## config.mk

```make
export PLATFORM = sky130hd
export DESIGN_NAME = jtag_tap_navigator_shifter_core
export DESIGN_NICKNAME = d
export VERILOG_FILES = /design/src/rtl/jtnav_pkg.sv /design/src/rtl/jtag_tap_navigator_shifter_core.sv
export VERILOG_INCLUDE_DIRS = /design/src /design/src/rtl
export SDC_FILE = /design/constraint.sdc
export NUM_CORES = 1
export LEC_CHECK = 0
export BUFFER_PORTS_ARGS = -buffer_cell sky130_fd_sc_hd__buf_2
export CAP_MARGIN = 20
export CORE_MARGIN = 4
export CORE_UTILIZATION = 52
export CTS_BUF_LIST = sky130_fd_sc_hd__clkbuf_16
export DETAILED_ROUTE_END_ITERATION = 7
export PLACE_DENSITY = 0.87
export REMOVE_ABC_BUFFERS = 1
export SETUP_SLACK_MARGIN = 0.5
export SYNTH_ARGS = -nofsm -noshare
export SYNTH_HDL_FRONTEND = slang
export SYNTH_SLANG_ARGS = --single-unit
```

## constraint.sdc

```tcl
create_clock -name clock -period 2.09 [get_ports clock]
set_input_delay 0.418 -clock clock [delete_from_list [all_inputs] [get_ports clock]]
set_output_delay 0.418 -clock clock [all_outputs]
set_load 0.01 [all_outputs]
```

## src/rtl/jtag_tap_navigator_shifter_core_macros.svh

```systemverilog
// Assertion macros shared by the TAP navigator RTL.
// No dependencies; the checking forms compile out when SYNTHESIS is defined.
`ifndef JTAG_TAP_NAVIGATOR_SHIFTER_CORE_MACROS_SVH
`define JTAG_TAP_NAVIGATOR_SHIFTER_CORE_MACROS_SVH
`ifndef SYNTHESIS
// same-cycle implication
`define JTN_ASSERT_IMPLY(name, clk, rst, ante, cons) \
   name: assert property (@(posedge clk) disable iff (rst) (ante) |-> (cons)) \
      else $error("JTN same-cycle check failed");
// next-cycle implication
`define JTN_ASSERT_NEXT(name, clk, rst, ante, cons) \
   name: assert property (@(posedge clk) disable iff (rst) (ante) |=> (cons)) \
      else $error("JTN next-cycle check failed");
`else
`define JTN_ASSERT_IMPLY(name, clk, rst, ante, cons)
`define JTN_ASSERT_NEXT(name, clk, rst, ante, cons)
`endif
`endif

```

## src/rtl/jtnav_pkg.sv

```systemverilog
// Types, TAP state codes and the TMS microcode ROM of the TAP navigator.
// No dependencies; used by jtag_tap_navigator_shifter_core.
`timescale 1ns / 1ps

package jtnav_pkg;

   localparam int CAP_W = 32;

   typedef logic [4:0] tap_state_type;
   typedef logic [5:0] upc_type;

   localparam tap_state_type ST_UNKNOWN   = 5'd0;
   localparam tap_state_type ST_RESET     = 5'd1;
   localparam tap_state_type ST_RUNIDLE   = 5'd2;
   localparam tap_state_type ST_DRSELECT  = 5'd3;
   localparam tap_state_type ST_DRCAPTURE = 5'd4;
   localparam tap_state_type ST_DRSHIFT   = 5'd5;
   localparam tap_state_type ST_DREXIT1   = 5'd6;
   localparam tap_state_type ST_DRPAUSE   = 5'd7;
   localparam tap_state_type ST_DREXIT2   = 5'd8;
   localparam tap_state_type ST_DRUPDATE  = 5'd9;
   localparam tap_state_type ST_IRSELECT  = 5'd10;
   localparam tap_state_type ST_IRCAPTURE = 5'd11;
   localparam tap_state_type ST_IRSHIFT   = 5'd12;
   localparam tap_state_type ST_IREXIT1   = 5'd13;
   localparam tap_state_type ST_IRPAUSE   = 5'd14;
   localparam tap_state_type ST_IREXIT2   = 5'd15;
   localparam tap_state_type ST_IRUPDATE  = 5'd16;

   localparam logic OP_GOTO  = 1'b0;
   localparam logic OP_SHIFT = 1'b1;

   typedef enum logic [2:0] {
      UOP_PATH   = 3'b001,
      UOP_SHIFT  = 3'b010,
      UOP_STATUS = 3'b100
   } uop_type;

   typedef struct packed {
      uop_type uop;
      logic    tms;
      logic    last;
   } uword_type;

   typedef struct packed {
      logic    ok;
      upc_type addr;
   } nav_type;

   // ROM layout: TMS paths stored back to back, each path ending in a last
   // mark; a shorter path enters a longer one part way through.
   localparam int      ROM_DEPTH   = 57;
   localparam upc_type ADDR_STATUS = 6'd55;
   localparam upc_type ADDR_SHIFT  = 6'd56;

   function automatic uword_type rom_read(upc_type a);
      uword_type w;
      w.uop  = UOP_PATH;
      w.tms  = (a inside {[0:4], 6, 10, 11, 12, 16, 18, 21, 22, 23, 25, 28, 29,
                          32, 33, 37, 38, 40, [42:45], 47, [49:52]});
      w.last = (a inside {4, 8, 14, 19, 26, 30, 35, 41, 48, 54});
      case (a)
         ADDR_STATUS: begin
            w = '{uop: UOP_STATUS, tms: 1'b0, last: 1'b1};
         end
         ADDR_SHIFT: begin
            w = '{uop: UOP_SHIFT, tms: 1'b0, last: 1'b1};
         end
         default: begin
            // unused words past the end report status and finish
            if (a > ADDR_SHIFT) begin
               w = '{uop: UOP_STATUS, tms: 1'b0, last: 1'b1};
            end
         end
      endcase
      return w;
   endfunction

   // Entry point of the TMS path from cur to tgt; ok low when unhandled.
   function automatic nav_type nav_start(tap_state_type tgt, tap_state_type cur);
      nav_type n;
      logic    upd;
      upd    = (cur inside {ST_RUNIDLE, ST_DRUPDATE, ST_IRUPDATE});
      n.ok   = 1'b1;
      n.addr = ADDR_STATUS;
      case (tgt)
         ST_RESET: begin
            n.addr = 6'd0;
         end
         ST_RUNIDLE: begin
            if (cur == ST_RESET) n.addr = 6'd8;
            else if (cur inside {ST_DRCAPTURE, ST_DRPAUSE, ST_IRCAPTURE, ST_IRPAUSE})
               n.addr = 6'd28;
            else if (cur inside {ST_DREXIT1, ST_DREXIT2, ST_IREXIT1, ST_IREXIT2})
               n.addr = 6'd29;
            else if (cur inside {ST_DRUPDATE, ST_IRUPDATE}) n.addr = 6'd8;
            else n.ok = 1'b0;
         end
         ST_DRCAPTURE: begin
            if (cur == ST_RESET) n.addr = 6'd17;
            else if (upd) n.addr = 6'd18;
            else if (cur == ST_DRSELECT) n.addr = 6'd8;
            else n.ok = 1'b0;
         end
         ST_DRSHIFT: begin
            if (cur == ST_RESET) n.addr = 6'd5;
            else if (upd) n.addr = 6'd6;
            else if (cur == ST_DRSELECT) n.addr = 6'd7;
            else if (cur == ST_DRCAPTURE) n.addr = 6'd8;
            else if (cur == ST_DRPAUSE) n.addr = 6'd18;
            else if (cur == ST_DREXIT2) n.addr = 6'd8;
            else if (cur == ST_IRSELECT) n.addr = 6'd9;
            else if (cur inside {ST_IRCAPTURE, ST_IRPAUSE}) n.addr = 6'd10;
            else if (cur inside {ST_IREXIT1, ST_IREXIT2}) n.addr = 6'd11;
            else n.ok = 1'b0;
         end
         ST_DRPAUSE: begin
            if (cur == ST_RESET) n.addr = 6'd15;
            else if (upd) n.addr = 6'd16;
            else if (cur == ST_DRSELECT) n.addr = 6'd17;
            else if (cur == ST_DRCAPTURE) n.addr = 6'd18;
            else if (cur == ST_DREXIT1) n.addr = 6'd19;
            else if (cur == ST_IRSELECT) n.addr = 6'd20;
            else if (cur inside {ST_IRCAPTURE, ST_IRPAUSE}) n.addr = 6'd21;
            else if (cur inside {ST_IREXIT1, ST_IREXIT2}) n.addr = 6'd22;
            else n.ok = 1'b0;
         end
         ST_DRUPDATE: begin
            if (cur inside {ST_DRCAPTURE, ST_DRPAUSE}) n.addr = 6'd3;
            else if (cur inside {ST_DREXIT1, ST_DREXIT2}) n.addr = 6'd4;
            else n.ok = 1'b0;
         end
         ST_IRCAPTURE: begin
            if (cur == ST_RESET) n.addr = 6'd27;
            else if (upd) n.addr = 6'd28;
            else if (cur == ST_DRSELECT) n.addr = 6'd29;
            else if (cur == ST_IRSELECT) n.addr = 6'd30;
            else n.ok = 1'b0;
         end
         ST_IRSHIFT: begin
            if (cur == ST_RESET) n.addr = 6'd31;
            else if (upd) n.addr = 6'd32;
            else if (cur == ST_DRSELECT) n.addr = 6'd33;
            else if (cur == ST_IRSELECT) n.addr = 6'd34;
            else if (cur == ST_IRCAPTURE) n.addr = 6'd35;
            else if (cur == ST_IRPAUSE) n.addr = 6'd18;
            else if (cur == ST_IREXIT2) n.addr = 6'd35;
            else if (cur inside {ST_DRCAPTURE, ST_DRPAUSE}) n.addr = 6'd49;
            else if (cur inside {ST_DREXIT1, ST_DREXIT2}) n.addr = 6'd50;
            else n.ok = 1'b0;
         end
         ST_IRPAUSE: begin
            if (cur == ST_RESET) n.addr = 6'd36;
            else if (upd) n.addr = 6'd37;
            else if (cur == ST_DRSELECT) n.addr = 6'd38;
            else if (cur == ST_IRSELECT) n.addr = 6'd39;
            else if (cur == ST_IRCAPTURE) n.addr = 6'd40;
            else if (cur == ST_IREXIT1) n.addr = 6'd41;
            else if (cur inside {ST_DRCAPTURE, ST_DRPAUSE}) n.addr = 6'd42;
            else if (cur inside {ST_DREXIT1, ST_DREXIT2}) n.addr = 6'd43;
            else n.ok = 1'b0;
         end
         ST_IRUPDATE: begin
            if (cur inside {ST_IRCAPTURE, ST_IRPAUSE}) n.addr = 6'd3;
            else if (cur inside {ST_IREXIT1, ST_IREXIT2}) n.addr = 6'd4;
            else n.ok = 1'b0;
         end
         default: begin
            n.ok = 1'b0;
         end
      endcase
      if (!n.ok) n.addr = ADDR_STATUS;
      return n;
   endfunction

endpackage

```

## src/rtl/jtag_tap_navigator_shifter_core.sv

```systemverilog
// JTAG TAP master core: state tracker, microcoded TMS navigator, bit shifter.
// Depends on jtnav_pkg and jtag_tap_navigator_shifter_core_macros.svh.
//
// Usage: each request on req_* is either a goto (operation 0) or one shift bit
// (operation 1). A goto produces one response per TCK pulse along a fixed TMS
// path from the tracked state to target_state (1 to 7 pulses), or one status
// response with rsp_clock_pulse low when no path is known; a shift bit gives
// one response with the TDI/TMS levels and the updated shift register.
// rsp_last marks the final response of each request.
// Timing: a request loads the program counter and sets busy; the first ROM
// word is then read and its response registered in the output register;
// further responses follow one per cycle, one microcode ROM word each,
// unless rsp_stall holds them. req_stall is high while the program runs.
// A response stalled by rsp_stall holds in the output register and the
// program waits on it; the next request can be taken while the final
// response is still held. Reset clears the tracked state to unknown, the
// shift register to zero and drops all pending work.
`timescale 1ns / 1ps
`include "jtag_tap_navigator_shifter_core_macros.svh"

module jtag_tap_navigator_shifter_core #(
   parameter int SHIFT_WIDTH = 32
) (
   input  logic        clock,
   input  logic        reset,
   input  logic        req_valid,
   output logic        req_stall,
   input  logic        req_operation,
   input  logic [4:0]  req_target_state,
   input  logic        req_load_first,
   input  logic [31:0] req_load_word,
   input  logic [5:0]  req_bit_count,
   input  logic        req_tdi_zero,
   input  logic        req_tdo_sample,
   input  logic        req_final_bit,
   input  logic        req_exit_after,
   output logic        rsp_valid,
   input  logic        rsp_stall,
   output logic        rsp_clock_pulse,
   output logic        rsp_tms_level,
   output logic        rsp_tdi_level,
   output logic [4:0]  rsp_tap_state_now,
   output logic [31:0] rsp_captured_word,
   output logic        rsp_last
);

   localparam int IDX_W = $clog2(SHIFT_WIDTH);

   logic                       busy_ff, busy_in;
   jtnav_pkg::upc_type         upc_ff, upc_in;
   jtnav_pkg::tap_state_type   tap_state_ff, tap_state_in;
   logic [SHIFT_WIDTH-1:0]     shift_ff, shift_in;
   logic                       tms_shift_ff, tms_shift_in;
   logic                       tdi_shift_ff, tdi_shift_in;

   logic                       rsp_valid_ff, rsp_valid_in;
   logic                       rsp_clock_pulse_ff, rsp_clock_pulse_in;
   logic                       rsp_tms_ff, rsp_tms_in;
   logic                       rsp_tdi_ff, rsp_tdi_in;
   jtnav_pkg::tap_state_type   rsp_state_ff, rsp_state_in;
   logic [jtnav_pkg::CAP_W-1:0] rsp_word_ff, rsp_word_in;
   logic                       rsp_last_ff, rsp_last_in;

   jtnav_pkg::uword_type       uword;
   jtnav_pkg::nav_type         nav;
   logic                       req_accept;
   logic                       issue;
   logic [6:0]                 bits_eff;
   logic [6:0]                 idx_wide;
   logic [IDX_W-1:0]           idx;
   logic [SHIFT_WIDTH-1:0]     base;
   logic [SHIFT_WIDTH-1:0]     shifted;

   assign req_stall  = busy_ff;
   assign req_accept = req_valid && !busy_ff;
   assign issue      = busy_ff && (!rsp_valid_ff || !rsp_stall);
   assign uword      = jtnav_pkg::rom_read(upc_ff);
   assign nav        = jtnav_pkg::nav_start(req_target_state, tap_state_ff);

   // shift datapath: clamp length, load, shift right, insert TDO
   always_comb begin
      bits_eff = {1'b0, req_bit_count};
      if (bits_eff == 7'd0) begin
         bits_eff = 7'd1;
      end else if (bits_eff > 7'(SHIFT_WIDTH)) begin
         bits_eff = 7'(SHIFT_WIDTH);
      end
      idx_wide = bits_eff - 7'd1;
      idx      = idx_wide[IDX_W-1:0];
      base     = req_load_first ? SHIFT_WIDTH'(req_load_word) : shift_ff;
      shifted      = base >> 1;
      shifted[idx] = req_tdo_sample;
   end

   always_comb begin
      busy_in      = busy_ff;
      upc_in       = upc_ff;
      tap_state_in = tap_state_ff;
      shift_in     = shift_ff;
      tms_shift_in = tms_shift_ff;
      tdi_shift_in = tdi_shift_ff;

      rsp_valid_in       = rsp_valid_ff && rsp_stall;
      rsp_clock_pulse_in = rsp_clock_pulse_ff;
      rsp_tms_in         = rsp_tms_ff;
      rsp_tdi_in         = rsp_tdi_ff;
      rsp_state_in       = rsp_state_ff;
      rsp_word_in        = rsp_word_ff;
      rsp_last_in        = rsp_last_ff;

      if (req_accept) begin
         busy_in = 1'b1;
         if (req_operation == jtnav_pkg::OP_SHIFT) begin
            upc_in       = jtnav_pkg::ADDR_SHIFT;
            shift_in     = shifted;
            tdi_shift_in = req_tdi_zero ? 1'b0 : base[0];
            tms_shift_in = req_final_bit && req_exit_after;
            if (req_final_bit && req_exit_after) begin
               case (tap_state_ff)
                  jtnav_pkg::ST_DRSHIFT: tap_state_in = jtnav_pkg::ST_DREXIT1;
                  jtnav_pkg::ST_DRPAUSE: tap_state_in = jtnav_pkg::ST_DREXIT2;
                  jtnav_pkg::ST_IRSHIFT: tap_state_in = jtnav_pkg::ST_IREXIT1;
                  jtnav_pkg::ST_IRPAUSE: tap_state_in = jtnav_pkg::ST_IREXIT2;
                  default:               tap_state_in = tap_state_ff;
               endcase
            end
         end else begin
            upc_in = nav.addr;
            if (nav.ok) tap_state_in = req_target_state;
         end
      end

      // step the program: one control word per response
      if (issue) begin
         rsp_valid_in       = 1'b1;
         rsp_clock_pulse_in = (uword.uop != jtnav_pkg::UOP_STATUS);
         rsp_tms_in         = (uword.uop == jtnav_pkg::UOP_SHIFT) ? tms_shift_ff : uword.tms;
         rsp_tdi_in         = (uword.uop == jtnav_pkg::UOP_SHIFT) ? tdi_shift_ff : 1'b0;
         rsp_state_in       = tap_state_ff;
         rsp_word_in        = jtnav_pkg::CAP_W'(shift_ff);
         rsp_last_in        = uword.last;
         upc_in             = upc_ff + 6'd1;
         if (uword.last) busy_in = 1'b0;
      end
   end

   always_ff @(posedge clock) begin
      if (reset) begin
         busy_ff      <= 1'b0;
         rsp_valid_ff <= 1'b0;
         tap_state_ff <= jtnav_pkg::ST_UNKNOWN;
         shift_ff     <= '0;
      end else begin
         busy_ff      <= busy_in;
         rsp_valid_ff <= rsp_valid_in;
         tap_state_ff <= tap_state_in;
         shift_ff     <= shift_in;
      end
   end

   always_ff @(posedge clock) begin
      upc_ff             <= upc_in;
      tms_shift_ff       <= tms_shift_in;
      tdi_shift_ff       <= tdi_shift_in;
      rsp_clock_pulse_ff <= rsp_clock_pulse_in;
      rsp_tms_ff         <= rsp_tms_in;
      rsp_tdi_ff         <= rsp_tdi_in;
      rsp_state_ff       <= rsp_state_in;
      rsp_word_ff        <= rsp_word_in;
      rsp_last_ff        <= rsp_last_in;
   end

   assign rsp_valid         = rsp_valid_ff;
   assign rsp_clock_pulse   = rsp_clock_pulse_ff;
   assign rsp_tms_level     = rsp_tms_ff;
   assign rsp_tdi_level     = rsp_tdi_ff;
   assign rsp_tap_state_now = rsp_state_ff;
   assign rsp_captured_word = rsp_word_ff;
   assign rsp_last          = rsp_last_ff;

   `JTN_ASSERT_IMPLY(a_status_quiet, clock, reset, rsp_valid_ff && !rsp_clock_pulse_ff,
      rsp_last_ff && !rsp_tms_ff && !rsp_tdi_ff)
   `JTN_ASSERT_NEXT(a_last_ends_program, clock, reset, issue && uword.last, !busy_ff)
   `JTN_ASSERT_IMPLY(a_upc_in_rom, clock, reset, busy_ff,
      upc_ff < 6'(jtnav_pkg::ROM_DEPTH))
   `JTN_ASSERT_IMPLY(a_state_legal, clock, reset, 1'b1,
      tap_state_ff <= jtnav_pkg::ST_IRUPDATE)

endmodule
```

==> flow_summary_export.csv <==
group,metric,value,unit
run_status,status,"complete, but fails checks",
run_status,violations,"negative setup slack",
global_route,grt_max_degree,43,
pwr,power_density,539,nW/um^2
global_route,grt_pass1_vias,6280,
timing,period_share,109,%
setup_path,rr_endpoint,"tap_state_ff[1]",
global_route,grt_use_total,33.4,%
setup_path,cp_cell_sequence,"or3b_4, a211o_1, a211oi_4, nor4_4, buf_4, a22oi_4, and2_4, mux2i_1",
timing,grt_setup_unrepaired,"true",
drt,drc,0,
clock_tree,ctsHoldBuffers,0,
setup_path,crit_path_top_delay_cell,"or3b_4",
floorplanning,die_y,115,um
timing,drv_slew,0,
setup_path,cp_data_required_time,2.35,ns
setup_path,slowest_delay,0.40,ns
hold_path,min_to,"tdi_shift_ff",
pwr,finalPower,4.74,mW
setup_path,critPathLaunch,"tap_state_ff[2]",
logic_synthesis,synth_edf_count,49,
timing,maxSlewHeadroom,60.9,%
logic_synthesis,synth_area_leaders,"edfxtp_1 25%, dfxtp_1 13%, a21oi_1 6.2%",
hold_path,hold-path-cell-count,2,
clock_tree,cts.clk_slew.worst_paths,0.06,ns
finish,nets,974,
setup_path,path_max_fanout,5,
drt,viasPerCell,6.44,
setup_path,startpoint_type,"flop",
logic_synthesis,yosysTopAreaCellShare,24.9,%
timing,worstMarginPinSlew,0.587,ns
run,drv_cap,0,
logic_synthesis,netlist_instances,689,
clock_tree,htree_num_levels,3,
logic_synthesis,async_reset_ff_share,0,%
finish,drive_gt1_share,45.0,%
timing,finalClockSkew,0.00914,ns
placed_design,port_buffers,95,
drt,vias,6835,
floorplanning,core,11000,um^2
clock_tree,cts_root_buf,"clkbuf_16",
pwr,peakVddDrop,572,uV
clock_tree,tritoncts,"done",
setup_path,path_delay_family,"compound AO/OA/AOI/OAI gates",
placed_design,place_hpwl,15.9,mm
clock_tree,clk_latency,0.34,ns
logic_synthesis,ys_ff_latch,88,
hold_path,hp-class,"in2reg",
logic_synthesis,syn_area_per_cell,8.56,um^2
finish,final_cell_mix,"148 x buf_4, 93 x buf_2, 66 x a21oi_1, 64 x nand2_1, 49 x edfxtp_1",
drt,antenna_left,0,
pwr,p_leak,3.66,nW
drt,drtIter0Drc,877,
setup_path,end_kind,"flop",
clock_tree,cts_buffer_depth,2,
logic_synthesis,synth_cell_types,78,
setup_path,critPathArrivalTime,2.54,ns
setup_path,timing.rr.start,"tap_state_ff[2]",
timing,setup_violations,11,
global_route,grt_pass1_wl,34.1,mm
timing,final.min_clock_period,2.28,ns
finish,fin_util,80.1,%
finish,layout_commonest_cell,"buf_4",
setup_path,critPathKind,"reg2reg",
setup_path,r2r_cells,8,
timing,totalNegativeSetupSlack,-1.34,ns
floorplanning,die_w,115,um
timing,worst_slack,-0.190,ns
logic_synthesis,seq_area_frac_synth,38.2,%
finish,area_growth,49.1,%
floorplanning,core.rowCount,38,
clock_tree,cts_sinks,88,
setup_path,reg2reg_slack,-0.19,ns
timing,max_freq,439,MHz
finish,antenna_cells,0,
logic_synthesis,synth-warning-count,0,
floorplanning,ios,96,
hold_path,min_from,"req_tdi_zero",
logic_synthesis,yosysTopAreaCell,"edfxtp_1",
floorplanning,die-area,13100,um^2
placed_design,place.gp.congestion,1.02,
global_route,grt_antenna_before_repair,0,
global_route,overflow,0,
logic_synthesis,syn_area,5900,um^2
floorplanning,initial_utilization,53.7,%
timing,hold_viol_final,0,
drt,wl_per_cell,22.1,um
finish,fin_cells,1061,
logic_synthesis,synthFlopType,"edfxtp_1",
setup_path,cp_num_buf_inv,1,
clock_tree,cts_buffers,9,
placed_design,dp_cells,999,
drt,routed_wl,23.5,mm
drt,drt_pass1_iterations,6,
==> worst max path at each step <==
stage	to	slack [ns]	cells past startpoint
floorplan	tap_state_ff[3]	-0.52	7
global placement	upc_ff[2]	-0.44	9
detailed placement	upc_ff[2]	-0.35	9
CTS	tap_state_ff[1]	-0.17	8
global route	tap_state_ff[2]	-0.30	8
finish	tap_state_ff[1]	-0.19	8
==> state kept, by name, indices dropped and copies added, names as in the netlist, 5 cells and up <==
signal             count
rsp_captured_word     32
shift_ff              32
upc_ff                 6
rsp_tap_state_now      5
tap_state_ff           5
==> cells in the mapped netlist (all sizes together) (5+ instances only) <==
cell type	number
o22ai	7
o21ai	55
xnor2	7
nand3b	7
buf	24
nand3	13
nor2	50
a31oi	11
ha	5
a22oi	6
nor3	16
mux2i	35
edfxtp	49
a2bb2oi	6
nor4	7
o311ai	14
a211oi	11
dfxtp	39
nor3b	9
a21oi	74
and3	11
nor2b	15
inv	14
nand2	70
clkbuf	36
and2	5
nand2b	15
o211ai	7
==> where the power goes <==
group	switching, mW	internal (mW)	total (mW)	leakage, nW
registers	0.0581	1.93	1.99	0.795
clock network	0.699	0.941	1.64	0.148
logic	0.628	0.485	1.11	2.72
total	1.39	3.35	4.74	3.66
==> layout make-up <==
type | instances | area (um^2)
Timing Repair Buffer | 276 | 2070
Fill cell | 697 | 2180
Clock inverter | 7 | 80.1
Sequential cell | 88 | 2270
Tap cell | 140 | 175
Multi-Input combinational cell | 526 | 3920
Clock buffer | 9 | 225
Inverter | 15 | 57.6
==> through the flow <==
stage | instance area, um^2 | setup WS [ns] | hold WS [ns]
2_1_floorplan | 5620 | -0.523 | 0.426
3_3_place_gp | 7370 | -0.440 | 0.435
3_5_place_dp | 7370 | -0.347 | 0.444
4_1_cts | 8200 | -0.170 | 0.355
5_1_grt | 8800 | -0.297 | 0.354
6_report | 8800 | -0.190 | 0.353
==> what timing repair did <==
action | 4_1_cts | 5_1_grt
pin swaps | 34 | 40
buffers inserted | 17 | 29
endpoints found under the setup margin | 21 | 35
hold endpoints to repair | 0 | 0
gates resized for setup | 92 | 100
==> logic make-up after synthesis <==
logic type               after synthesis  share of synthesized area [%]
AND/OR/NAND/NOR                      237                           20.7
flip-flops                            88                           38.2
AO/OA/AOI/OAI                        238                           26.7
buffers and inverters                 75                           5.68
multiplexers                          36                           6.13
adder cells (fa/ha/maj)                6                           1.25
XOR/XNOR                               9                           1.34
==> routing by layer <==
| layer | part of all wire [%] | vias up | global-route usage (%) |
|---|---|---|---|
| met3 | 7.7 | 74 | 4.81 |
| met4 | 3.0 | 0 | 12.0 |
| met1 | 40 | 3298 | 44.8 |
| met5 | 0 | - | 0 |
| li1 | - | 3039 | - |
| met2 | 49 | 424 | 55.0 |
No activity file was read; power rests on OpenSTA's default activity.
